==> src/rtl/cds_pkg.sv <==
// Package for the calendar date stepper: field widths, operation codes,
// sequencer states and the calendar tables.
// No dependencies; imported by calendar_date_stepper_top.
package cds_pkg;

   localparam int OP_W    = 2;
   localparam int YEAR_W  = 14;
   localparam int MONTH_W = 4;
   localparam int DAY_W   = 5;
   localparam int COUNT_W = 10;
   localparam int DOY_W   = 9;
   localparam int WDAY_W  = 3;

   // Quotient register wide enough for the weekday sum, remainder register for year % 100.
   localparam int DIV_W     = 16;
   localparam int REM_W     = 8;
   localparam int YY_W      = YEAR_W + 1;
   localparam int CENT_W    = 8;
   localparam int ZT_W      = 6;

   // Reciprocals for year / 100 and sum / 7. Both are exact for dividends below 43690,
   // well above the largest year and the largest weekday sum.
   localparam int CENT_RECIP_W = 13;
   localparam int CENT_SHIFT   = 19;
   localparam int CENT_PROD_W  = YEAR_W + CENT_RECIP_W;
   localparam int WEEK_SHIFT   = 18;
   localparam int WEEK_PROD_W  = 2 * DIV_W;

   localparam logic [CENT_RECIP_W-1:0] CENT_RECIP = 13'd5243;
   localparam logic [DIV_W-1:0]        WEEK_RECIP = 16'd37450;

   localparam logic [OP_W-1:0] OP_LOAD    = 2'd0;
   localparam logic [OP_W-1:0] OP_ADVANCE = 2'd1;
   localparam logic [OP_W-1:0] OP_BACK    = 2'd2;

   localparam logic [YEAR_W-1:0]  YEAR_MAX  = 14'd9999;
   localparam logic [YEAR_W-1:0]  YEAR_MIN  = 14'd1;
   localparam logic [MONTH_W-1:0] MONTH_JAN = 4'd1;
   localparam logic [MONTH_W-1:0] MONTH_FEB = 4'd2;
   localparam logic [MONTH_W-1:0] MONTHS    = 4'd12;
   localparam logic [DAY_W-1:0]   DAY_FIRST = 5'd1;

   localparam logic [REM_W-1:0] DIVISOR_CENTURY = 8'd100;
   localparam logic [REM_W-1:0] DIVISOR_WEEK    = 8'd7;
   localparam logic [YY_W-1:0]  WEEK_YEAR_BIAS  = 15'd400;

   typedef enum logic [2:0] {
      ST_IDLE,
      ST_YLOAD,
      ST_YDIV,
      ST_STEP,
      ST_WLOAD,
      ST_WDIV,
      ST_DONE
   } state_type;

   // Length of a month; codes outside January..December count 31 days.
   function automatic logic [DAY_W-1:0] month_len(input logic [MONTH_W-1:0] month,
                                                  input logic leap);
      logic [DAY_W-1:0] len;
      case (month) inside
         4'd4, 4'd6, 4'd9, 4'd11: len = 5'd30;
         4'd2:                    len = leap ? 5'd29 : 5'd28;
         default:                 len = 5'd31;
      endcase
      return len;
   endfunction

   // Days in the months before this one in a common year.
   function automatic logic [DOY_W-1:0] days_before(input logic [MONTH_W-1:0] month);
      logic [DOY_W-1:0] sum;
      case (month) inside
         4'd0, 4'd1: sum = 9'd0;
         4'd2:       sum = 9'd31;
         4'd3:       sum = 9'd59;
         4'd4:       sum = 9'd90;
         4'd5:       sum = 9'd120;
         4'd6:       sum = 9'd151;
         4'd7:       sum = 9'd181;
         4'd8:       sum = 9'd212;
         4'd9:       sum = 9'd243;
         4'd10:      sum = 9'd273;
         4'd11:      sum = 9'd304;
         4'd12:      sum = 9'd334;
         default:    sum = 9'd365;
      endcase
      return sum;
   endfunction

   // Month term of Zeller's congruence, (13 * mm + 8) / 5.
   function automatic logic [ZT_W-1:0] zeller_term(input logic [MONTH_W-1:0] mm);
      logic [ZT_W-1:0] term;
      case (mm)
         4'd0:    term = 6'd1;
         4'd1:    term = 6'd4;
         4'd2:    term = 6'd6;
         4'd3:    term = 6'd9;
         4'd4:    term = 6'd12;
         4'd5:    term = 6'd14;
         4'd6:    term = 6'd17;
         4'd7:    term = 6'd19;
         4'd8:    term = 6'd22;
         4'd9:    term = 6'd25;
         4'd10:   term = 6'd27;
         4'd11:   term = 6'd30;
         4'd12:   term = 6'd32;
         4'd13:   term = 6'd35;
         4'd14:   term = 6'd38;
         default: term = 6'd40;
      endcase
      return term;
   endfunction

endpackage

==> src/rtl/calendar_date_stepper_top.sv <==
// Calendar date stepper: holds a Gregorian date and loads, advances or backs it up.
// Depends on cds_pkg for widths, codes, states and calendar tables.
// Sequence: an item is accepted in idle; year / 100 is formed by reciprocal multiplication,
// quotient then remainder; the date then steps one day per cycle, each year boundary
// crossed repeating the year division; the weekday sum mod 7 is divided the same way.
// The result register loads once the output is free; the next item is taken the cycle
// after the result register loads. Synchronous reset sets the date to 0001-01-01 and
// empties the result register.
module calendar_date_stepper_top (
   input  logic                          clock,
   input  logic                          reset,
   input  logic                          req_valid,
   output logic                          req_stall,
   input  logic [cds_pkg::OP_W-1:0]      req_operation,
   input  logic [cds_pkg::YEAR_W-1:0]    req_load_year,
   input  logic [cds_pkg::MONTH_W-1:0]   req_load_month,
   input  logic [cds_pkg::DAY_W-1:0]     req_load_day,
   input  logic [cds_pkg::COUNT_W-1:0]   req_step_count,
   output logic                          rsp_valid,
   input  logic                          rsp_stall,
   output logic [cds_pkg::YEAR_W-1:0]    rsp_year,
   output logic [cds_pkg::MONTH_W-1:0]   rsp_month,
   output logic [cds_pkg::DAY_W-1:0]     rsp_day,
   output logic [cds_pkg::DOY_W-1:0]     rsp_day_in_year,
   output logic [cds_pkg::WDAY_W-1:0]    rsp_weekday,
   output logic                          rsp_range_flag
);
   import cds_pkg::*;

   state_type state_ff, state_in;

   logic [YEAR_W-1:0]    year_ff, year_in;
   logic [MONTH_W-1:0]   month_ff, month_in;
   logic [DAY_W-1:0]     day_ff, day_in;
   logic [COUNT_W-1:0]   count_ff, count_in;
   logic                 back_ff, back_in;
   logic                 flag_ff, flag_in;
   logic                 leap_ff, leap_in;

   logic [DIV_W-1:0]     quo_ff, quo_in;
   logic [REM_W-1:0]     rem_ff, rem_in;

   logic                 rsp_valid_ff, rsp_valid_in;
   logic [YEAR_W-1:0]    rsp_year_ff, rsp_year_in;
   logic [MONTH_W-1:0]   rsp_month_ff, rsp_month_in;
   logic [DAY_W-1:0]     rsp_day_ff, rsp_day_in;
   logic [DOY_W-1:0]     rsp_doy_ff, rsp_doy_in;
   logic [WDAY_W-1:0]    rsp_wday_ff, rsp_wday_in;
   logic                 rsp_flag_ff, rsp_flag_in;

   // Sequencer strobes.
   logic req_fire, rsp_free;
   logic start_year_div, year_rem_en, start_week_div, week_rem_en;
   logic step_en, capture_leap, rsp_load;

   // Reciprocal division.
   logic [CENT_PROD_W-1:0] cent_prod;
   logic [CENT_W-1:0]      cent_quo;
   logic [YEAR_W-1:0]      cent_rem;
   logic [WEEK_PROD_W-1:0] week_prod;
   logic [DIV_W-1:0]       week_quo, week_rem;

   // Calendar arithmetic.
   logic               leap_now;
   logic [DAY_W-1:0]   md_cur;
   logic [YEAR_W-1:0]  step_year;
   logic [MONTH_W-1:0] step_month;
   logic [DAY_W-1:0]   step_day;
   logic               step_refuse, step_year_chg;
   logic               early;
   logic [YY_W-1:0]    yy;
   logic [CENT_W-1:0]  cent;
   logic [MONTH_W-1:0] mm;
   logic [DIV_W-1:0]   wsum;
   logic [DOY_W-1:0]   doy;

   assign req_fire = req_valid && !req_stall;
   assign rsp_free = !rsp_valid_ff || !rsp_stall;

   // ---------------- next state ----------------
   always_comb begin
      state_in = state_ff;
      unique case (state_ff)
         ST_IDLE:  if (req_fire) state_in = ST_YLOAD;
         ST_YLOAD: state_in = ST_YDIV;
         ST_YDIV:  state_in = (count_ff != '0) ? ST_STEP : ST_WLOAD;
         ST_STEP: begin
            if (step_refuse) state_in = ST_WLOAD;
            else if (step_year_chg) state_in = ST_YLOAD;
            else if (count_ff == COUNT_W'(1)) state_in = ST_WLOAD;
         end
         ST_WLOAD: state_in = ST_WDIV;
         ST_WDIV:  state_in = ST_DONE;
         ST_DONE:  if (rsp_free) state_in = ST_IDLE;
         default:  state_in = ST_IDLE;
      endcase
   end

   // ---------------- sequencer outputs ----------------
   always_comb begin
      req_stall      = 1'b1;
      start_year_div = 1'b0;
      year_rem_en    = 1'b0;
      start_week_div = 1'b0;
      week_rem_en    = 1'b0;
      step_en        = 1'b0;
      capture_leap   = 1'b0;
      rsp_load       = 1'b0;
      unique case (state_ff)
         ST_IDLE:  req_stall = 1'b0;
         ST_YLOAD: start_year_div = 1'b1;
         ST_YDIV:  year_rem_en = 1'b1;
         ST_STEP:  step_en = 1'b1;
         ST_WLOAD: begin
            start_week_div = 1'b1;
            capture_leap   = 1'b1;
         end
         ST_WDIV:  week_rem_en = 1'b1;
         ST_DONE:  rsp_load = rsp_free;
         default:  req_stall = 1'b1;
      endcase
   end

   // ---------------- reciprocal division ----------------
   // The quotient is registered first; the remainder follows from it the next cycle.
   assign cent_prod = CENT_PROD_W'(year_ff) * CENT_PROD_W'(CENT_RECIP);
   assign cent_quo  = cent_prod[CENT_SHIFT +: CENT_W];
   assign cent_rem  = year_ff - YEAR_W'(quo_ff[CENT_W-1:0]) * YEAR_W'(DIVISOR_CENTURY);
   assign week_prod = WEEK_PROD_W'(quo_ff) * WEEK_PROD_W'(WEEK_RECIP);
   assign week_quo  = DIV_W'(week_prod[WEEK_PROD_W-1:WEEK_SHIFT]);
   assign week_rem  = quo_ff - week_quo * DIV_W'(DIVISOR_WEEK);

   // While the divider holds year / 100, the leap test reads its quotient and remainder.
   assign leap_now = (year_ff[1:0] == 2'd0) &&
                     ((rem_ff != '0) || (quo_ff[1:0] == 2'd0));
   assign md_cur   = month_len(month_ff, leap_now);

   // ---------------- one day forward or back ----------------
   always_comb begin
      step_refuse = 1'b0;
      step_year   = year_ff;
      step_month  = month_ff;
      step_day    = day_ff;
      if (!back_ff) begin
         if (day_ff < md_cur) begin
            step_day = day_ff + DAY_FIRST;
         end else if (month_ff >= MONTHS) begin
            if (year_ff >= YEAR_MAX) begin
               step_refuse = 1'b1;
            end else begin
               step_year  = year_ff + YEAR_W'(1);
               step_month = MONTH_JAN;
               step_day   = DAY_FIRST;
            end
         end else begin
            step_month = month_ff + MONTH_W'(1);
            step_day   = DAY_FIRST;
         end
      end else begin
         if (day_ff > DAY_FIRST) begin
            step_day = day_ff - DAY_FIRST;
         end else if (month_ff <= MONTH_JAN) begin
            if (year_ff <= YEAR_MIN) begin
               step_refuse = 1'b1;
            end else begin
               // December is never a leap-dependent month.
               step_year  = year_ff - YEAR_W'(1);
               step_month = MONTHS;
               step_day   = month_len(MONTHS, 1'b0);
            end
         end else begin
            step_month = month_ff - MONTH_W'(1);
            step_day   = month_len(month_ff - MONTH_W'(1), leap_now);
         end
      end
   end

   assign step_year_chg = (step_year != year_ff);

   // ---------------- weekday dividend (Zeller, year biased by 400) ----------------
   // January and February count as months 13 and 14 of the year before.
   assign early = (month_ff == MONTH_JAN) || (month_ff == MONTH_FEB);
   assign yy    = YY_W'(year_ff) + WEEK_YEAR_BIAS - YY_W'(early);
   assign cent  = quo_ff[CENT_W-1:0] + ((early && (rem_ff == '0)) ? CENT_W'(3) : CENT_W'(4));
   assign mm    = early ? (month_ff + MONTHS) : month_ff;
   assign wsum  = DIV_W'(yy) + DIV_W'(yy >> 2) - DIV_W'(cent) + DIV_W'(cent >> 2)
                + DIV_W'(zeller_term(mm)) + DIV_W'(day_ff);

   assign doy = DOY_W'(day_ff) + days_before(month_ff)
              + DOY_W'(leap_ff && (month_ff > MONTH_FEB));

   // ---------------- register next values ----------------
   always_comb begin
      year_in      = year_ff;
      month_in     = month_ff;
      day_in       = day_ff;
      count_in     = count_ff;
      back_in      = back_ff;
      flag_in      = flag_ff;
      leap_in      = leap_ff;
      quo_in       = quo_ff;
      rem_in       = rem_ff;
      rsp_valid_in = rsp_valid_ff;
      rsp_year_in  = rsp_year_ff;
      rsp_month_in = rsp_month_ff;
      rsp_day_in   = rsp_day_ff;
      rsp_doy_in   = rsp_doy_ff;
      rsp_wday_in  = rsp_wday_ff;
      rsp_flag_in  = rsp_flag_ff;

      if (req_fire) begin
         if (req_operation == OP_LOAD) begin
            year_in  = req_load_year;
            month_in = req_load_month;
            day_in   = req_load_day;
         end
         count_in = ((req_operation == OP_ADVANCE) || (req_operation == OP_BACK)) ?
                    req_step_count : '0;
         back_in  = (req_operation == OP_BACK);
         flag_in  = 1'b0;
      end

      if (step_en) begin
         year_in  = step_year;
         month_in = step_month;
         day_in   = step_day;
         count_in = count_ff - COUNT_W'(1);
         if (step_refuse) flag_in = 1'b1;
      end

      if (start_year_div) begin
         quo_in = DIV_W'(cent_quo);
      end else if (year_rem_en) begin
         rem_in = cent_rem[REM_W-1:0];
      end else if (start_week_div) begin
         quo_in = wsum;
      end else if (week_rem_en) begin
         rem_in = week_rem[REM_W-1:0];
      end

      if (capture_leap) leap_in = leap_now;

      if (rsp_load) begin
         rsp_valid_in = 1'b1;
         rsp_year_in  = year_ff;
         rsp_month_in = month_ff;
         rsp_day_in   = day_ff;
         rsp_doy_in   = doy;
         rsp_wday_in  = rem_ff[WDAY_W-1:0];
         rsp_flag_in  = flag_ff;
      end else if (rsp_valid_ff && !rsp_stall) begin
         rsp_valid_in = 1'b0;
      end
   end

   // ---------------- registers ----------------
   always_ff @(posedge clock) begin
      if (reset) begin
         state_ff     <= ST_IDLE;
         rsp_valid_ff <= 1'b0;
         year_ff      <= YEAR_MIN;
         month_ff     <= MONTH_JAN;
         day_ff       <= DAY_FIRST;
      end else begin
         state_ff     <= state_in;
         rsp_valid_ff <= rsp_valid_in;
         year_ff      <= year_in;
         month_ff     <= month_in;
         day_ff       <= day_in;
      end
   end

   always_ff @(posedge clock) begin
      count_ff     <= count_in;
      back_ff      <= back_in;
      flag_ff      <= flag_in;
      leap_ff      <= leap_in;
      quo_ff       <= quo_in;
      rem_ff       <= rem_in;
      rsp_year_ff  <= rsp_year_in;
      rsp_month_ff <= rsp_month_in;
      rsp_day_ff   <= rsp_day_in;
      rsp_doy_ff   <= rsp_doy_in;
      rsp_wday_ff  <= rsp_wday_in;
      rsp_flag_ff  <= rsp_flag_in;
   end

   assign rsp_valid       = rsp_valid_ff;
   assign rsp_year        = rsp_year_ff;
   assign rsp_month       = rsp_month_ff;
   assign rsp_day         = rsp_day_ff;
   assign rsp_day_in_year = rsp_doy_ff;
   assign rsp_weekday     = rsp_wday_ff;
   assign rsp_range_flag  = rsp_flag_ff;

   // ---------------- assertions ----------------
   // A year crossing must recompute the leap test before the next step.
   a_year_change_reloads: assert property (@(posedge clock) disable iff (reset)
      (state_ff == ST_STEP && step_en && step_year_chg) |=> (state_ff == ST_YLOAD))
      else $error("year changed during stepping without a divider reload");

   a_count_decrements: assert property (@(posedge clock) disable iff (reset)
      (state_ff == ST_STEP && !step_refuse) |=> (count_ff == $past(count_ff) - COUNT_W'(1)))
      else $error("step count did not decrement on a taken step");

   a_result_from_done: assert property (@(posedge clock) disable iff (reset)
      $rose(rsp_valid_ff) |-> ($past(state_ff) == ST_DONE))
      else $error("result register loaded outside the done state");

   a_weekday_range: assert property (@(posedge clock) disable iff (reset)
      rsp_valid_ff |-> (rsp_wday_ff <= WDAY_W'(6)))
      else $error("weekday remainder out of range");

   a_flag_at_limit: assert property (@(posedge clock) disable iff (reset)
      (rsp_valid_ff && rsp_flag_ff) |-> ((rsp_year_ff >= YEAR_MAX) || (rsp_year_ff <= YEAR_MIN)))
      else $error("range flag raised away from the year limits");

endmodule
==> config.mk <==
export PLATFORM = sky130hd
export DESIGN_NAME = calendar_date_stepper_top
export DESIGN_NICKNAME = d
export VERILOG_FILES = /design/src/rtl/cds_pkg.sv /design/src/rtl/calendar_date_stepper_top.sv
export SDC_FILE = /design/constraint.sdc
export NUM_CORES = 1
export LEC_CHECK = 0
export BUFFER_PORTS_ARGS = -buffer_cell sky130_fd_sc_hd__buf_2
export CAP_MARGIN = 25
export CORE_MARGIN = 4
export CORE_UTILIZATION = 55
export DETAILED_ROUTE_END_ITERATION = 7
export PLACE_DENSITY_LB_ADDON = 0.3
export SLEW_MARGIN = 10
export SYNTH_ARGS = -nofsm -noshare
export SYNTH_HDL_FRONTEND = slang
export SYNTH_SLANG_ARGS = --single-unit
==> constraint.sdc <==
create_clock -name clock -period 13 [get_ports clock]
set_input_delay 2.6 -clock clock [delete_from_list [all_inputs] [get_ports clock]]
set_output_delay 2.6 -clock clock [all_outputs]
set_load 0.01 [all_outputs]
### After elaboration in Yosys (flattened, before gate mapping)

Memories as Yosys holds them, arrays and structs flattened.
Index checks and enable logic that the tools add are counted.
Widths: inputs -> output; s select.

* memories: 1
* logic and storage cells: 208
* bits of input ports: 39
* output and inout port bits: 38
* bits in registers: 100
* memory bits (read-only): 96

Memories
* (name not given): depth 16, width 6, rd ports 1, clocked after memory_dff 0, write ports 0, RTL line cds_pkg.sv:93 `case (mm)`

* add/sub/neg operators: 20
* bitwise gates (word level): 2
* equal/unequal tests: 38
* $lt $le $gt $ge: 7
* reductions and logical operators: 34
* mux-type cells: 84
* multipliers: 4

Operator list (count)
* $mux 14: 10
* $mux 9: 9
* $mux 5: 10
* $mux 8: 6
* $mux 4: 11
* $add 16x6->16: 2
* $mul 16x15->31 const B: 1
* $mux 10: 3
* $eq 4x4->1 const B: 7
* $mul 14x13->27 const B: 1
* $eq 4x3->1 const B: 6
* $mux 3: 7
* $pmux 3 s7: 1
* $mux 1: 20
* $add 15x13->16: 1
* $add 16x5->16: 1
* $sub 16x8->16: 1
* $sub 8x8->8: 2
* $add 14x9->15 const B: 1
* $sub 15x1->15: 1
* $add 14x1->14 const B: 1
* $ge 14x14->1 const B: 1
* $le 14x1->1 const B: 1
* $mul 14x3->8 const B: 1
* 49 further kinds: 84

### Depth between registers and ports, before layout

* depth after elaboration: 15
* gate-level depth with buffers: 30
* depth with buffers taken out: 29

### Worst setup path before layout

Ideal clock, no wire load.

* path kind: reg2reg
* start point: reg quo_ff[1]
* end point: reg rem_ff[7], data pin
* stages on the path, launching flop included: 29
* path buffers: 0
* slack: 5.646 ns
* clock period less this slack: 7.354 ns
* setup time: 0.145 ns
* data arrival time: 7.209 ns
* cell sequence: edfxtp_1 > ha_1 > xor2_1 > ha_1 > or2_2 > fa_1 > fa_1 > inv_1 > fa_1 > inv_1 > ha_1 > a21oi_1 > nand2_1 > a21oi_1 > a211oi_1 > nor3_1 > nand2b_1 > inv_1 > fa_1 > ha_1 > inv_1 > ha_1 > and2_2 > o21ai_0 > o21ai_1 > or4_1 > a31oi_1 > xnor3_1 > o21ai_1

* longest elaborated chain between the ends: 6
* elaborated cells between the ends (all ways): 8
* classes of those cells: 2 x add/sub; 3 x mul; 3 x mux

RTL lines
* start, declared: RTL line calendar_date_stepper_top.sv:40 `logic [DIV_W-1:0] quo_ff, quo_in;`
* start signal, assigned: RTL line calendar_date_stepper_top.sv:278 `quo_ff <= quo_in;`
* $mul 16x15->31: RTL line calendar_date_stepper_top.sv:129 `assign week_prod = WEEK_PROD_W'(quo_ff) * WEEK_PROD_W'(WEEK_RECIP);`
* $mul 14x3->8: RTL line calendar_date_stepper_top.sv:131 `assign week_rem = quo_ff - week_quo * DIV_W'(DIVISOR_WEEK);`
* $sub 8x8->8: RTL line calendar_date_stepper_top.sv:131
* $mux 8: RTL line calendar_date_stepper_top.sv:237 `end else if (week_rem_en) begin`
* $mux 8: RTL line calendar_date_stepper_top.sv:235 `end else if (start_week_div) begin`
* $mux 8 *: RTL line calendar_date_stepper_top.sv:233 `end else if (year_rem_en) begin`
* end signal, assigned: RTL line calendar_date_stepper_top.sv:279 `rem_ff <= rem_in;`
* end, declared: RTL line calendar_date_stepper_top.sv:41 `logic [REM_W-1:0] rem_ff, rem_in;`

Mark *: on every way between the ends. The rest lies on a longest branch, timed or not. The select of a mux whose other input is x is not followed.
A chain may end at the register's enable or synchronous reset.

### Worst setup path after layout

Ends and elaborated chain as after synthesis.

==> metrics.txt <==
CTS H-Tree Depth 3; crit path DAT 8.25 ns; Finished Cell Area 0.0160 sq mm; Post-Syn Area 0.0150 sq mm; Synth Area in Compound Gates 0.121; Slew Limit Fails 0; post-synthesis sequential area ratio 0.176; initial core utilization 0.558; Distinct cells, synth 75; FMAX 125 MHz; unrepaired setup endpoints after global routing no; Detailed Place HPWL 28800 um; TritonCTS Buffers 9; Worst Reg-to-Reg Cells 28; Critical Path Source Type flop; worst setup path endpoint rem_ff[7]$_DFFE_PP_; RePlAce Congestion 0.897; core area 0.0269 sq mm; post-synthesis register bit count 100; master of the slowest instance on the critical path edfxtp_1; nets 2156; ant diodes 0; Worst Skew 0.0125 ns; Post-synth top flop edfxtp_1; PortBufs 76; Syn Nets 2097; mux cell area share after synthesis 0.00967; fin crit period 8.02 ns; CP max FO 11; CTS sink count 100; worst setup path start quo_ff[1]$_DFFE_PP_; worst r2r dst rem_ff[7]$_DFFE_PP_; max_cap viols 0; total track usage 0.236; CTS clock-pin slew for the worst setup and hold paths 0.08 ns; Post-DP Area 0.0157 sq mm; initial antenna violation count 0; Avg Synthesized Cell Area 9.36 sq um; adder-cell share of the synthesized area 0.448; worst-margin pin slew 0.953 ns; via count 11400; worst hold path class flop to flop; Worst Path Class, Setup flop to flop; CTS tree built; WHS 0.457 ns; dpl ws 5.03 ns; Synth area leaders ha_1 (27%), fa_1 (18%), edfxtp_1 (13%); post-synth top area share 0.266; Final WS setup 4.98 ns; number of post-CTS setup repair buffers 0; vias in the first global route 11800; Detail Route Antenna Nets 0; wire per inst 17.3 um; share of cells above drive strength 1 0.0714; Synth Warn # 0; Final Hold Viols 0; worst r2r src quo_ff[1]$_DFFE_PP_; TritonRoute pass-1 iters 5; row cnt 60; Iteration-0 DRC Markers 705; Die Height 173 um; commonest non-fill, non-tap cell in the layout ha_1; die width 173 um; largest family of logic cells by synthesized area adder cells; Critical Path RT 13.22 ns; setup violators final 0; cts repair resizes 0; CTS root buf clkbuf_16; first-pass GRT wire length 58500 um; Async SR Flop Fraction 0; Cells after Synth 1603; R2R Setup Slk 4.98 ns; IO Pins 77; Post-CTS Hold Fix Bufs 0; maximum buffer depth of the clock tree 2; Syn-to-layout area delta 6.75%; Clock Latency Late Sink 0.36 ns; number of flops mapped to enable cells by yosys 64; Post-Route Setup TNS 0 ns; Overflow after GRT 0; CP dominant cell by count ha_1; Tcrit/Tclk final 0.617; XOR/XNOR share of the synthesized area 0.0564; largest net degree at the start of global routing 46; Crit. End Element flop; full die area 0.0300 sq mm; Post-Route WL 34700 um; commonest cells after routing, fill and taps aside ha_1 (319), inv_1 (312), fa_1 (136); Post-Synth Simple-Gate Area 0.103; status completed; routed vias/inst 5.68; drt drc 0; CP peak stage delay 0.62 ns; largest area contributor in the netlist ha_1; relative slew slack 0.360
## worst max-delay path: cells and delay by family, from the launching register on
| family | cells | cell delay (ns) |
|---|---|---|
| DFF | 1 | 0.62 |
| buffers and inverters | 4 | 0.27 |
| AOI/OAI and AO/OA | 7 | 1.20 |
| and+or+nand+nor | 6 | 1.57 |
| adders and majority gates | 9 | 3.63 |
| xor gates and xnor gates | 2 | 0.59 |
## state kept, by name, indices dropped and copies added (netlist names), 5 cells and up
| register | count |
|---|---|
| quo_ff | 16 |
| rsp_year | 14 |
| year_ff | 14 |
| count_ff | 10 |
| rsp_day_in_year | 9 |
| rem_ff | 8 |
| day_ff | 5 |
| rsp_day | 5 |
## Yosys cell counts, types with 7 or more instances
cell type and instances:
nor3_1 28, nor2_1 80, a211oi_1 16, fa_1 136
or3_1 8, inv_1 312, a21o_1 17, and3_1 17
xnor2_1 67, mux2i_1 10, nand2_1 82, a22oi_1 11
nand4_1 7, a21oi_1 71, xor2_1 27, o21bai_1 8
nand3_1 36, ha_1 319, a31oi_1 14, dfxtp_1 36
o211ai_1 8, nand2b_1 14, nor2b_1 12, o22ai_1 7
clkbuf_1 29, edfxtp_1 64, o21ai_0 62
## final cells by class
| class | count | area [sq um] |
|---|---|---|
| clock inverter | 6 | 55.1 |
| inverter | 312 | 1170 |
| timing repair buffer | 81 | 418 |
| multi-input combinational | 1158 | 11100 |
| sequential | 100 | 2640 |
| tap | 341 | 427 |
| clock buffer | 10 | 229 |
| fill | 2334 | 10900 |
## metal layers
metal | vias up | GRT usage | routed length, um
met4 | 0 | 0.0705 | 901
met5 | - | 0 | 0
met2 | 267 | 0.401 | 16600
li1 | 5541 | - | -
met3 | 49 | 0.0350 | 1780
met1 | 5542 | 0.314 | 15400
## cell families after synthesis
kind of cell,Yosys count
buf+inv,345
flops,100
xor+xnor,95
mux,13
simple gates,317
fa+ha+maj,455
compound gates,278
## worst min-delay path by stage
stage	end	startpoint	depth (start not counted)	slack, ns
CTS	rsp_range_flag$_DFFE_PP_	flag_ff$_DFF_P_	0	0.45
floorplan	rsp_range_flag$_DFFE_PP_	flag_ff$_DFF_P_	0	0.41
detailed placement	rsp_range_flag$_DFFE_PP_	flag_ff$_DFF_P_	0	0.43
finish	rsp_range_flag$_DFFE_PP_	flag_ff$_DFF_P_	0	0.46
global route	rsp_range_flag$_DFFE_PP_	flag_ff$_DFF_P_	0	0.45
global placement	rsp_range_flag$_DFFE_PP_	flag_ff$_DFF_P_	0	0.42
## through the flow
stage | util | std cells
floorplan | - | 1603
global placement | 0.585 | 1992
detailed placement | 0.585 | 1992
CTS | 0.596 | 2008
global route | 0.596 | 2008
finish | 0.596 | 2008
Power is left out: the tool's default activity adds up to more than one toggle a clock period on the data nets, which glitch-free logic cannot reach.
